### config.mk
export PLATFORM = sky130hd
export DESIGN_NAME = ordered_route_list
export DESIGN_NICKNAME = d
export VERILOG_FILES = /design/src/design/orl_pkg.sv /design/src/design/orl_cell.sv /design/src/design/ordered_route_list.sv
export SDC_FILE = /design/constraint.sdc
export NUM_CORES = 1
export LEC_CHECK = 0
export BUFFER_PORTS_ARGS = -buffer_cell sky130_fd_sc_hd__buf_4
export CELL_PAD_IN_SITES_DETAIL_PLACEMENT = 2
export CELL_PAD_IN_SITES_GLOBAL_PLACEMENT = 2
export CORE_MARGIN = 2
export CORE_UTILIZATION = 40
export DETAILED_ROUTE_END_ITERATION = 8
export GPL_TIMING_DRIVEN = 0
export PLACE_DENSITY_LB_ADDON = 0.1
export SLEW_MARGIN = 40
export SYNTH_ARGS = -nofsm -noshare
export SYNTH_HDL_FRONTEND = slang
export SYNTH_SLANG_ARGS = --single-unit
export TNS_END_PERCENT = 1
### constraint.sdc
create_clock -name clk -period 6.9 [get_ports clk]
set_clock_uncertainty 0.05 [all_clocks]
set_input_delay 0.345 -clock clk [delete_from_list [all_inputs] [get_ports clk]]
set_output_delay 0.345 -clock clk [all_outputs]
set_load 0.1 [all_outputs]
### src/design/orl_pkg.sv
`timescale 1ns / 1ps
`default_nettype none

package orl_pkg;

  localparam int DEPTH_DEF = 32;
  localparam int VAL_W     = 8;
  localparam int CNT_OUT_W = 6;
  localparam int WORD_W    = 16;

  typedef enum logic [1:0] {
    CMD_PUSH   = 2'd0,
    CMD_INSERT = 2'd1,
    CMD_POP    = 2'd2,
    CMD_PEEK   = 2'd3
  } cmd_t;

  typedef enum logic [1:0] {
    STAT_OK    = 2'd0,
    STAT_EMPTY = 2'd1,
    STAT_FULL  = 2'd2
  } status_t;

  typedef enum logic [1:0] {
    S_IDLE,
    S_REF_SCAN,
    S_POS_SCAN
  } state_t;

  // value traveling along the chain with the scan token
  typedef struct packed {
    logic             flag;
    logic [VAL_W-1:0] val;
  } carry_t;

  // broadcast from the controller to every cell
  typedef struct packed {
    logic             scan_ref;
    logic             scan_pos;
    logic             do_push;
    logic             do_pop;
    logic             do_ins;
    logic [VAL_W-1:0] val;
    logic [VAL_W-1:0] ref_val;
  } cell_ctl_t;

endpackage

`default_nettype wire

### src/design/orl_cell.sv
`timescale 1ns / 1ps
`default_nettype none

module orl_cell import orl_pkg::*; #(
  parameter int CNT_W = 6,
  parameter int IDX   = 0
) (
  input  wire logic             clk,
  input  wire logic             rst_n,
  input  wire cell_ctl_t        ctl,
  input  wire logic [CNT_W-1:0] count,
  input  wire logic [VAL_W-1:0] left_val,
  input  wire logic             left_shift,
  input  wire logic [VAL_W-1:0] right_val,
  input  wire logic             tok_in,
  input  wire carry_t           car_in,
  output logic                  tok_out,
  output carry_t                car_out,
  output logic [VAL_W-1:0]      val_out,
  output logic                  shift_out
);

  logic [VAL_W-1:0] entry_r;
  logic             tok_r;
  carry_t           car_r;
  carry_t           car_nxt;
  logic             shift_r;
  logic             occ;
  logic             lt;
  logic             eq;

  always_comb begin
    occ = count > CNT_W'(IDX);
    lt  = occ && (entry_r < ctl.val);
    eq  = occ && (entry_r == ctl.ref_val);
    if (ctl.scan_ref) begin
      // keep the last smaller entry seen from the head
      car_nxt = lt ? carry_t'{flag: 1'b1, val: entry_r} : car_in;
    end else begin
      car_nxt = carry_t'{flag: car_in.flag | eq, val: car_in.val};
    end
  end

  always_ff @(posedge clk) begin
    if (!rst_n) begin
      tok_r   <= 1'b0;
      shift_r <= 1'b0;
    end else begin
      tok_r <= tok_in;
      // flag arriving here: no smaller entry exists, or some entry to the left already matched the reference
      if (tok_in && ctl.scan_pos) begin
        shift_r <= car_in.flag;
      end
    end
  end

  always_ff @(posedge clk) begin
    if (tok_in) begin
      car_r <= car_nxt;
    end
  end

  always_ff @(posedge clk) begin
    if (ctl.do_push) begin
      entry_r <= left_val;
    end else if (ctl.do_pop) begin
      entry_r <= right_val;
    end else if (ctl.do_ins && shift_r) begin
      entry_r <= left_shift ? left_val : ctl.val;
    end
  end

  assign tok_out   = tok_r;
  assign car_out   = car_r;
  assign val_out   = entry_r;
  assign shift_out = shift_r;

endmodule

`default_nettype wire

### src/design/ordered_route_list.sv
`timescale 1ns / 1ps
`default_nettype none
// Bounded list of 8-bit codes, head first, with push, ordered insert, pop and peek.
// Input words on in_* (tvalid/tready), one result word per command on out_*.
// in_tdata : [1:0] command, [9:2] value, [15:10] zero.
// out_tdata: [1:0] status, [9:2] out_value, [15:10] count after the command.
// The list lives in a row of DEPTH cells; cell 0 holds the head. Push and pop
// shift the whole row at once; peek reads cell 0.
// Push, pop, peek and any full-list drop: result registered in the cycle after
// acceptance, and a new word can be taken every cycle while out_tready is high.
// Ordered insert: a token walks the cell chain twice, one cell per cycle,
// first to find the reference value and then to mark the insert point; the
// result is loaded when the second pass leaves the last cell, and in_tready
// stays low until then.
// The result sits in an output register; a new word is accepted while the
// previous result is being taken, and a stalled out_tready holds the result
// and blocks further input.
// Reset (rst_n low, synchronous) empties the list and drops any pending result.
module ordered_route_list import orl_pkg::*; #(
  parameter int DEPTH = DEPTH_DEF
) (
  input  wire logic              clk,
  input  wire logic              rst_n,
  input  wire logic              in_tvalid,
  output logic                   in_tready,
  input  wire logic [WORD_W-1:0] in_tdata,   // [1:0] command, [9:2] value
  output logic                   out_tvalid,
  input  wire logic              out_tready,
  output logic [WORD_W-1:0]      out_tdata   // [1:0] status, [9:2] out_value, [15:10] count
);

  localparam int CNT_W = $clog2(DEPTH + 1);

  state_t           state_r;
  state_t           state_nxt;
  logic [CNT_W-1:0] count_r;
  logic [CNT_W-1:0] count_nxt;
  logic [VAL_W-1:0] v_r;
  logic [VAL_W-1:0] ref_r;
  logic             found_r;
  logic             start_r;
  logic             start_nxt;

  logic             out_valid_r;
  status_t          out_status_r;
  logic [VAL_W-1:0] out_val_r;
  logic [CNT_W-1:0] out_cnt_r;
  logic             out_load;
  status_t          out_status_nxt;
  logic [VAL_W-1:0] out_val_nxt;

  cmd_t             in_cmd;
  logic [VAL_W-1:0] in_val;
  logic             in_acc;
  logic             full;
  logic             empty;
  logic             last_tok;
  cell_ctl_t        ctl;

  logic             tok   [DEPTH+1];
  carry_t           car   [DEPTH+1];
  logic [VAL_W-1:0] val   [DEPTH];
  logic             shift [DEPTH];

  assign in_cmd    = cmd_t'(in_tdata[1:0]);
  assign in_val    = in_tdata[VAL_W+1:2];
  assign full      = count_r == CNT_W'(DEPTH);
  assign empty     = count_r == '0;
  assign last_tok  = tok[DEPTH];
  assign in_tready = (state_r == S_IDLE) && (!out_valid_r || out_tready);
  assign in_acc    = in_tvalid && in_tready;

  // next state
  always_comb begin
    state_nxt = state_r;
    unique case (state_r)
      S_IDLE: begin
        if (in_acc && in_cmd == CMD_INSERT && !full) begin
          state_nxt = S_REF_SCAN;
        end
      end
      S_REF_SCAN: begin
        if (last_tok) begin
          state_nxt = S_POS_SCAN;
        end
      end
      S_POS_SCAN: begin
        if (last_tok) begin
          state_nxt = S_IDLE;
        end
      end
      default: state_nxt = S_IDLE;
    endcase
  end

  // outputs of the controller
  always_comb begin
    ctl            = '0;
    ctl.scan_ref   = state_r == S_REF_SCAN;
    ctl.scan_pos   = state_r == S_POS_SCAN;
    ctl.val        = (state_r == S_IDLE) ? in_val : v_r;
    ctl.ref_val    = ref_r;
    out_load       = 1'b0;
    out_status_nxt = STAT_OK;
    out_val_nxt    = '0;
    count_nxt      = count_r;
    start_nxt      = 1'b0;
    if (in_acc) begin
      unique case (in_cmd)
        CMD_PUSH: begin
          out_load = 1'b1;
          if (full) begin
            out_status_nxt = STAT_FULL;
          end else begin
            ctl.do_push = 1'b1;
            count_nxt   = count_r + 1'b1;
          end
        end
        CMD_INSERT: begin
          if (full) begin
            out_load       = 1'b1;
            out_status_nxt = STAT_FULL;
          end else begin
            start_nxt = 1'b1;
          end
        end
        CMD_POP: begin
          out_load = 1'b1;
          if (empty) begin
            out_status_nxt = STAT_EMPTY;
          end else begin
            ctl.do_pop  = 1'b1;
            out_val_nxt = val[0];
            count_nxt   = count_r - 1'b1;
          end
        end
        CMD_PEEK: begin
          out_load = 1'b1;
          if (empty) begin
            out_status_nxt = STAT_EMPTY;
          end else begin
            out_val_nxt = val[0];
          end
        end
        default: out_load = 1'b0;
      endcase
    end else if (state_r == S_REF_SCAN && last_tok) begin
      start_nxt = 1'b1;
    end else if (state_r == S_POS_SCAN && last_tok) begin
      ctl.do_ins = 1'b1;
      out_load   = 1'b1;
      count_nxt  = count_r + 1'b1;
    end
  end

  always_ff @(posedge clk) begin
    if (!rst_n) begin
      state_r     <= S_IDLE;
      count_r     <= '0;
      start_r     <= 1'b0;
      out_valid_r <= 1'b0;
      found_r     <= 1'b0;
    end else begin
      state_r <= state_nxt;
      count_r <= count_nxt;
      start_r <= start_nxt;
      if (out_load) begin
        out_valid_r <= 1'b1;
      end else if (out_tready) begin
        out_valid_r <= 1'b0;
      end
      if (state_r == S_REF_SCAN && last_tok) begin
        found_r <= car[DEPTH].flag;
      end
    end
  end

  always_ff @(posedge clk) begin
    if (in_acc) begin
      v_r <= in_val;
    end
    if (state_r == S_REF_SCAN && last_tok) begin
      ref_r <= car[DEPTH].val;
    end
    if (out_load) begin
      out_status_r <= out_status_nxt;
      out_val_r    <= out_val_nxt;
      out_cnt_r    <= count_nxt;
    end
  end

  // token enters cell 0; the second pass starts with "no smaller entry" as the flag
  assign tok[0] = start_r;
  assign car[0] = (state_r == S_POS_SCAN) ? carry_t'{flag: ~found_r, val: '0} : '0;

  for (genvar k = 0; k < DEPTH; k++) begin : g_cell
    logic [VAL_W-1:0] lv;
    logic             ls;
    logic [VAL_W-1:0] rv;

    if (k == 0) begin : g_head
      assign lv = ctl.val;
      assign ls = 1'b0;
    end else begin : g_mid
      assign lv = val[k-1];
      assign ls = shift[k-1];
    end

    if (k == DEPTH - 1) begin : g_tail
      assign rv = val[k];
    end else begin : g_body
      assign rv = val[k+1];
    end

    orl_cell #(
      .CNT_W (CNT_W),
      .IDX   (k)
    ) u_cell (
      .clk        (clk),
      .rst_n      (rst_n),
      .ctl        (ctl),
      .count      (count_r),
      .left_val   (lv),
      .left_shift (ls),
      .right_val  (rv),
      .tok_in     (tok[k]),
      .car_in     (car[k]),
      .tok_out    (tok[k+1]),
      .car_out    (car[k+1]),
      .val_out    (val[k]),
      .shift_out  (shift[k])
    );
  end

  assign out_tvalid = out_valid_r;
  assign out_tdata  = {CNT_OUT_W'(out_cnt_r), out_val_r, out_status_r};

endmodule

`default_nettype wire

======== Word-level counts from Yosys, hierarchy flattened ========
Cells that the tools add are included.
operators by class
  $add $sub $neg .......................... 2
  order comparisons ....................... 64
  equality and inequality tests ........... 42
  muxes and demuxes ....................... 222
  bitwise operators ....................... 35
  reductions and logical operators ........ 179
operator list
  cell                                                           count
  two-way mux 8 bit                                              128
  two-way mux 9 bit                                              65
  equality test 8 bit                                            32
  < comparator 8 bit                                             32
  logical AND 1 bit                                              134
  greater-than comparator 6 x 5 -> 1 bit, second input constant  16
  nonzero test 3 bit                                             31
  greater-than comparator 6 x 4 -> 1 bit, second input constant  8
  OR 1 bit                                                       32
  two-way mux 6 bit                                              5
  greater-than comparator 6 x 3 -> 1 bit, second input constant  4
  two-way mux 1 bit                                              15
  greater-than comparator 6 x 1 -> 1 bit, second input constant  2
  greater-than comparator 6 x 2 -> 1 bit, second input constant  2
  case mux 6 bit (2 select lines)                                1
  two-way mux 2 bit                                              5
  adder 6 x 1 -> 6 bit, second input constant                    1
  equality test 2 bit, second input constant                     3
  equality test 6 bit, second input constant                     1
  zero test 6 bit                                                1
  inequality test 2 x 1 -> 1 bit, second input constant          3
  case mux 2 bit (3 select lines)                                1
  OR reduction 3 bit                                             2
  subtractor 6 x 1 -> 6 bit, second input constant               1
  other kinds (12)                                               19
storage, ports and cells
  register bits ........................... 651
  input port bits ......................... 20
  output and inout port bits .............. 18
  word-level logic and storage cells ...... 714

======== Logic depth before layout (Yosys ltp) ========
Gate-level depths: netlist of run 1.
  word-level depth ........................ 9
  gate-level depth with buffers ........... 12
  gate-level depth less buffers ........... 8

======== By module ========
A second synthesis of run 1 with hierarchy kept.
unflattened totals
  cells, all modules ...................... 3659
  area total of the unflattened synthesis .. 41124.4 µm²
by module, submodules not included
  module                            times used  cells an instance  area each (µm²)  seq. area each (µm²)
  orl_cell (g_cell[14].u_cell ...)  2           102                1193.6           550.5
  orl_cell (g_cell[28].u_cell ...)  2           103                1178.6           550.5
  ordered_route_list                1           173                2045.7           1181.1
  orl_cell (g_cell[11].u_cell)      1           142                1418.9           550.5
  orl_cell (g_cell[3].u_cell)       1           142                1413.9           550.5
  orl_cell (g_cell[23].u_cell)      1           142                1412.6           550.5
  orl_cell (g_cell[7].u_cell)       1           142                1410.1           550.5
  orl_cell (g_cell[31].u_cell)      1           133                1345.0           550.5
  orl_cell (g_cell[15].u_cell)      1           131                1333.8           550.5
  orl_cell (g_cell[16].u_cell)      1           103                1227.4           550.5
  orl_cell (g_cell[2].u_cell)       1           101                1209.9           550.5
  orl_cell (g_cell[20].u_cell)      1           103                1202.4           550.5
  orl_cell (g_cell[25].u_cell)      1           101                1202.4           550.5
  orl_cell (g_cell[22].u_cell)      1           103                1201.2           550.5
  +17 rows                          --          --                 --               --

======== Worst setup path before layout of run 1 ========
No wires, ideal clock.
  path kind ............................... flip-flop to flip-flop
  start point ............................. register state_r[1]
  end point ............................... register g_cell[30].u_cell.car_r, in the netlist g_cell[30].u_cell.car_out[0], data pin
  library setup time ...................... 0.260 ns
  arrival ................................. 4.655 ns
  data required time ...................... 6.590 ns
  path slack .............................. 1.936 ns
  cell stages (with the launch flop) ...... 11
  buffers on the path ..................... 3
  cell sequence ........................... dfxtp_1 > buf_4 > clkbuf_1 > or2_2 > clkbuf_1 > mux2i_1 > ha_1 > and4_1 > a2111o_1 > a311oi_4 > mux2_2
RTL lines
  what                      line                       RTL
  start: declaration        ordered_route_list.sv:34   state_t state_r;
  start signal: assignment  ordered_route_list.sv:164  state_r <= state_nxt;
  end signal: assignment    orl_cell.sv:59             car_r <= car_nxt;
  end: declaration          orl_cell.sv:25             carry_t car_r;

==> flow_metrics.tcl, run 1 <==
set metrics [dict create \
    ios 38 \
    ant_nets 0 \
    final-hold-violation-count 0 \
    synthTopCellsByCount "edfxtp_1 (576), nand2_1 (429), inv_1 (276)" \
    hpwl_um 132100 \
    worstSetupPathType "register to register" \
    ys.warnings.count 0 \
    grt_max_degree 16 \
    dieHeight_um 311.3 \
    final_nets 3742 \
    status "finished clean" \
    seq_area_frac_synth_pct 49.78 \
    synthDistinctLibCells 86 \
    htreeDepth 3 \
    synth_top_area_share_pct 45.80 \
    pwr-share-seq_pct 44.2 \
    wl_per_cell_um 37.10 \
    pwr-share-comb_pct 12.8 \
    power_density_nw_per_um2 241.6 \
    crit_chain "buf_4, clkbuf_2, or2_2, clkbuf_1, mux2i_4, buf_8, buf_8, buf_6, ha_1, and4_1, a211oi_1, o221ai_1, a211oi_4, mux2_2" \
    first_iter_violations 3154 \
    syn-num-nets 3578 \
    cts.reportedPaths.clkPinSlew_ns 0.07 \
    synth_area_leader_cell "edfxtp_1" \
    coreArea_um2 93470 \
    relSlewSlack_pct 37.28 \
    required_ns 7.26 \
    wl_um 179900 \
    gr-total-overflow 0 \
    crit_buf_inv 6 \
    post-route-drc-count 0 \
    internal_power_mw 7.534 \
    root_buffer "clkbuf_16" \
    synth_enable_flop_cells 576 \
    end_kind "register" \
    dr.pass1.iters 5 \
    gp_congestion 0.9274 \
    synth.most_common_cell "edfxtp_1" \
    finalSetupTns_ns 0 \
    min_period_ns 5.017 \
    clk_latency_ns 0.67 \
    syn_to_final_growth_pct 14.92 \
    synth_top_flop_cell "edfxtp_1" \
    cap_violations 0 \
    crit_arrival_ns 5.37 \
    drive_gt1_share_pct 16.21 \
    initial_utilization_pct 40.40 \
    tightest_slew_ns 0.9408 \
    whs_ns 0.08046 \
    avgSynthCellArea_um2 11.23 \
    antenna_found_initial 5 \
    syn_inst 3362 \
    synth_area_leaders "edfxtp_1 (46%), ha_1 (6.5%), o221ai_1 (5.7%), mux2_2 (4.3%), nand2_1 (4.3%)" \
    crit_slowest_cell "a211oi_4" \
    dieWidth_um 311.3 \
    grt_pass1_vias 33670 \
    die_area_um2 96880 \
    std_cell_rows 112 \
    ir_worst_vdd_mv 0.1736 \
    async_reset_ff_share_pct 0 \
    grt_use_total_pct 36.58 \
    crit_top_cell "buf_8" \
    switching_share_pct 28.15 \
    final_util_pct 46.43 \
    ys_ff_latch 651 \
    cts_tree "built" \
    p_leak_nw 16.20 \
    start_kind "register" \
    critical-path-top-delay-family "buffers and inverters" \
    setup_viol 0 \
    maxSlewViolCount 0 \
    grt_first_pass_wirelength_um 254300 \
    cpPeakStageDelay_ns 0.51 \
    portBuffers 31 \
    p_switching_mw 2.952 \
    numCtsBuffers 79 \
    clock_path_buffers 3 \
    rsz0062_at_grt "false" \
    fin_crit_sh_pct 72.71 \
    path_max_fanout 10 \
    clockPowerShare_pct 43.0 \
    syn_area_um2 37760 \
    avgViaCountPerCell 6.487 \
    clock-sinks 651 \
    hold_class "primary input to register" \
    fmax_mhz 199.3 \
    vias 31450 \
]
==> cell type report <==
type / count / area (um^2)
fillers: 9365 / 50070
flip-flops and latches: 651 / 18800
multi-input cells: 2237 / 17250
clock buffers: 110 / 2278
well taps: 1254 / 1569
repair buffers: 83 / 1072
inverters: 276 / 1036
plain buffers: 198 / 934.6
clock inverters: 36 / 452.9
diodes: 3 / 7.507
==> metrics by stage <==
step           setup WS (ns)  power, mW  instances  instance area (um^2)
2_1_floorplan          1.936      5.339       3362                 37760
3_3_place_gp          -2.638      5.851       4647                 39570
3_5_place_dp           1.970      5.999       4690                 40510
4_1_cts                1.939      10.47       4844                 43320
5_1_grt                1.789      10.72       4845                 43390
6_report               1.883      10.49       4848                 43400
==> cell families after synthesis <==
family,count (synthesis),synth area share (%)
multiplexers,229,7.223
XOR/XNOR,259,6.007
AND/OR/NAND/NOR,814,10.13
flip-flops,651,49.78
adder cells (fa/ha/maj),196,6.494
buffers and inverters,474,4.986
AO/OA/AOI/OAI,739,15.38
==> power groups by stage <==
| stage | logic (mW) | registers [mW] | clock network, mW |
|---|---|---|---|
| finish | 1.34 | 4.63 | 4.51 |
| global route | 1.41 | 4.64 | 4.68 |
| CTS | 1.31 | 4.63 | 4.54 |
| detailed placement | 1.29 | 4.71 | 0 |
| global placement | 1.15 | 4.70 | 0 |
| floorplan | 0.686 | 4.65 | 0 |
==> sequential cells by signal (all words and copies together) (netlist names), 2 cells and up <==
register                 cells
g_cell.u_cell.car_out      288
g_cell.u_cell.val_out      256
g_cell.u_cell.shift_out     32
g_cell.u_cell.tok_out       32
out_val_r                    8
ref_r                        8
v_r                          8
count_r                      6
out_cnt_r                    6
out_status_r                 2
state_r                      2
==> final timing paths <==
kind	cells past startpoint	from	to	slack [ns]
worst max-delay path	14	state_r[1]	g_cell[17].u_cell.car_out[4]	1.88
worst min-delay path	3	out_tready	out_tvalid	0.08
worst max register to register	14	state_r[1]	g_cell[17].u_cell.car_out[4]	1.88
worst min register to register	0	g_cell[31].u_cell.car_out[0]	ref_r[0]	0.37
==> worst reg2reg max path, delay by kind of cell (launching register included) <==
family	cells	cell delay [ns]
simple gates	2	0.45
mux	2	0.89
flops	1	0.35
fa+ha+maj	1	0.27
buf+inv	6	1.67
compound gates	3	1.08
==> cell usage in the layout (no fill, tap or decap), types with 55 or more instances in the layout <==
cell type    n
clkbuf_2    55
nor2_1      84
inv_1      276
xnor2_1    122
ha_1       196
a21o_1      56
dfxtp_1     75
clkbuf_16   83
buf_2       59
o21ai_0     65
mux2_2     145
nand2_1    429
o221ai_1   247
xor2_1     137
a21oi_1    109
and2_1      58
edfxtp_1   576
clkbuf_1    90
==> routing by layer <==
metal / wire [um] / vias to the layer above / global-route usage, %
met1: 74160 / 16620 / 47.13
met4: 9906 / 4 / 17.60
li1: - / 12970 / -
met2: 84280 / 1410 / 60.06
met3: 11470 / 448 / 5.783
met5: 34 / - / 0
==> repair_timing <==
action | in CTS | in global routing
hold buffers | 8 | 0
hold endpoints to repair | 8 | 0
resized for setup | 0 | 0
buffers inserted | 0 | 0
No activity file was read; power rests on OpenSTA's default activity.
==> run 2, diff against run 1 <==
==> constraint.sdc (replaced) <==
create_clock -name clk -period 5.2 [get_ports clk]
set_clock_uncertainty 0.05 [all_clocks]
set_input_delay 0.26 -clock clk [delete_from_list [all_inputs] [get_ports clk]]
set_output_delay 0.26 -clock clk [all_outputs]
set_load 0.1 [all_outputs]
==> flow_metrics.tcl, run 2 (synthesis results as in run 1) <==
set metrics [dict create \
    root_buffer "clkbuf_16" \
    gr-total-overflow 0 \
    die_area_um2 96880 \
    std_cell_rows 112 \
    ant_nets 0 \
    placed_cell_area_um2 40510 \
    postLayoutCellArea_um2 43420 \
    post-route-drc-count 0 \
    syn_to_final_growth_pct 14.99 \
    area.sequential_um2 18800 \
    final_nets 3744 \
    path_max_fanout 10 \
    first_iter_violations 3299 \
    ios 38 \
    instances_no_fill 4848 \
    wl_per_cell_um 37.20 \
    critical-path-top-delay-family "buffers and inverters" \
    portBuffers 31 \
    worstSetupPathType "register to register" \
    crit_buf_inv 6 \
    cts.reportedPaths.clkPinSlew_ns 0.07 \
    power_density_nw_per_um2 320.5 \
    largest_reg_flops 288 \
    initial_utilization_pct 40.40 \
    cts_tree "built" \
    dieHeight_um 311.3 \
    clock-sinks 651 \
    hold_class "primary input to register" \
    layout_common_cells "edfxtp_1 (576), nand2_1 (429), inv_1 (276)" \
    antenna_found_initial 5 \
    avgViaCountPerCell 6.498 \
    start_kind "register" \
    p_leak_nw 16.21 \
    rsz0062_at_grt "false" \
    min_period_ns 5.014 \
    cts_setup_buffers 0 \
    end_kind "register" \
    layout_commonest_cell "edfxtp_1" \
    crit_arrival_ns 5.37 \
    hpwl_um 132100 \
    numCtsBuffers 79 \
    required_ns 5.56 \
    dieWidth_um 311.3 \
    place_inst 4690 \
    clock_path_buffers 3 \
    clk_latency_ns 0.67 \
    htreeDepth 3 \
    fin_crit_sh_pct 96.42 \
    tightest_slew_ns 0.9403 \
    grt_max_degree 16 \
    relSlewSlack_pct 37.32 \
    cap_violations 0 \
    coreArea_um2 93470 \
    final-hold-violation-count 0 \
    drive_gt1_share_pct 16.20 \
    fmax_mhz 199.4 \
    setup_viol 0 \
    crit_top_cell "buf_8" \
    ir_worst_vdd_mv 0.2308 \
    final_util_pct 46.46 \
    status "finished clean" \
    crit_chain "buf_4, clkbuf_2, or2_2, clkbuf_1, mux2i_4, buf_8, buf_8, buf_6, ha_1, and4_1, a211oi_1, o221ai_1, a211oi_4, mux2_2" \
    grt_use_total_pct 36.68 \
    multiInputGateArea_um2 17260 \
    wl_um 180300 \
    grt_first_pass_wirelength_um 255100 \
    finalPower_mw 13.92 \
    vias 31500 \
    cpPeakStageDelay_ns 0.50 \
    maxSlewViolCount 0 \
    fillers 9356 \
    crit_slowest_cell "a211oi_4" \
    grt_pass1_vias 33740 \
    gp_congestion 0.9274 \
    dr.pass1.iters 5 \
]
## run 2: cell count changes in the layout (fill, tap and decap cells not counted)
cell           change
diode_2            -2
o311ai_4           +1
dlygate4sd3_1      +2
o311ai_2           -1
## run 2: layout make-up
type                            instances  share of cell area [%]
Tap cell                             1254                   3.613
Multi-Input combinational cell       2237                   39.75
Clock inverter                         36                   1.043
Buffer                                198                   2.152
Antenna cell                            1                0.005763
Clock buffer                          110                   5.247
Timing Repair Buffer                   85                   2.515
Sequential cell                       651                   43.29
Inverter                              276                   2.386
## run 2: through the flow
stage / hold slack (ns) / setup TNS (ns) / setup WS (ns)
6_report: 0.2349 / 0 / 0.1862
5_1_grt: 0.2534 / 0 / 0.08892
4_1_cts: 0.1739 / 0 / 0.2387
3_5_place_dp: 0.3571 / 0 / 0.2698
3_3_place_gp: 0.3536 / -1720.60 / -4.338
2_1_floorplan: 0.3089 / 0 / 0.2356
## run 2: final timing paths
check,to,slack (ns),start,depth (start not counted)
setup / recovery,g_cell[17].u_cell.car_out[4],0.19,state_r[1],14
hold / removal,count_r[4],0.23,in_tdata[1],4
setup reg to reg,g_cell[17].u_cell.car_out[4],0.19,state_r[1],14
hold reg to reg,ref_r[0],0.37,g_cell[31].u_cell.car_out[0],0
## run 2: metal layers
metal	wire [um]	up-vias	track usage [%]
met3	12070	451	5.770
met1	73490	16610	47.19
met2	84960	1465	60.32
li1	-	12980	-
met5	34	-	0
met4	9781	4	17.67
## run 2: power breakdown
group	internal, mW	leakage [nW]	total (mW)	switching, mW
registers	5.87	5.87	6.15	0.277
logic	0.561	9.00	1.78	1.22
clock network	3.57	1.34	5.98	2.42
## run 2: repair_timing
action                                 in CTS  in global routing
setup endpoints to repair                   0                  0
gates resized for setup                     0                  0
hold buffers                               10                  0
endpoints found under the hold margin      10                  0
## run 2: worst min-delay path, delay by kind of cell
kind	cells	cell delay [ns]
buffers and inverters	1	0.13
AO/OA/AOI/OAI	3	0.51
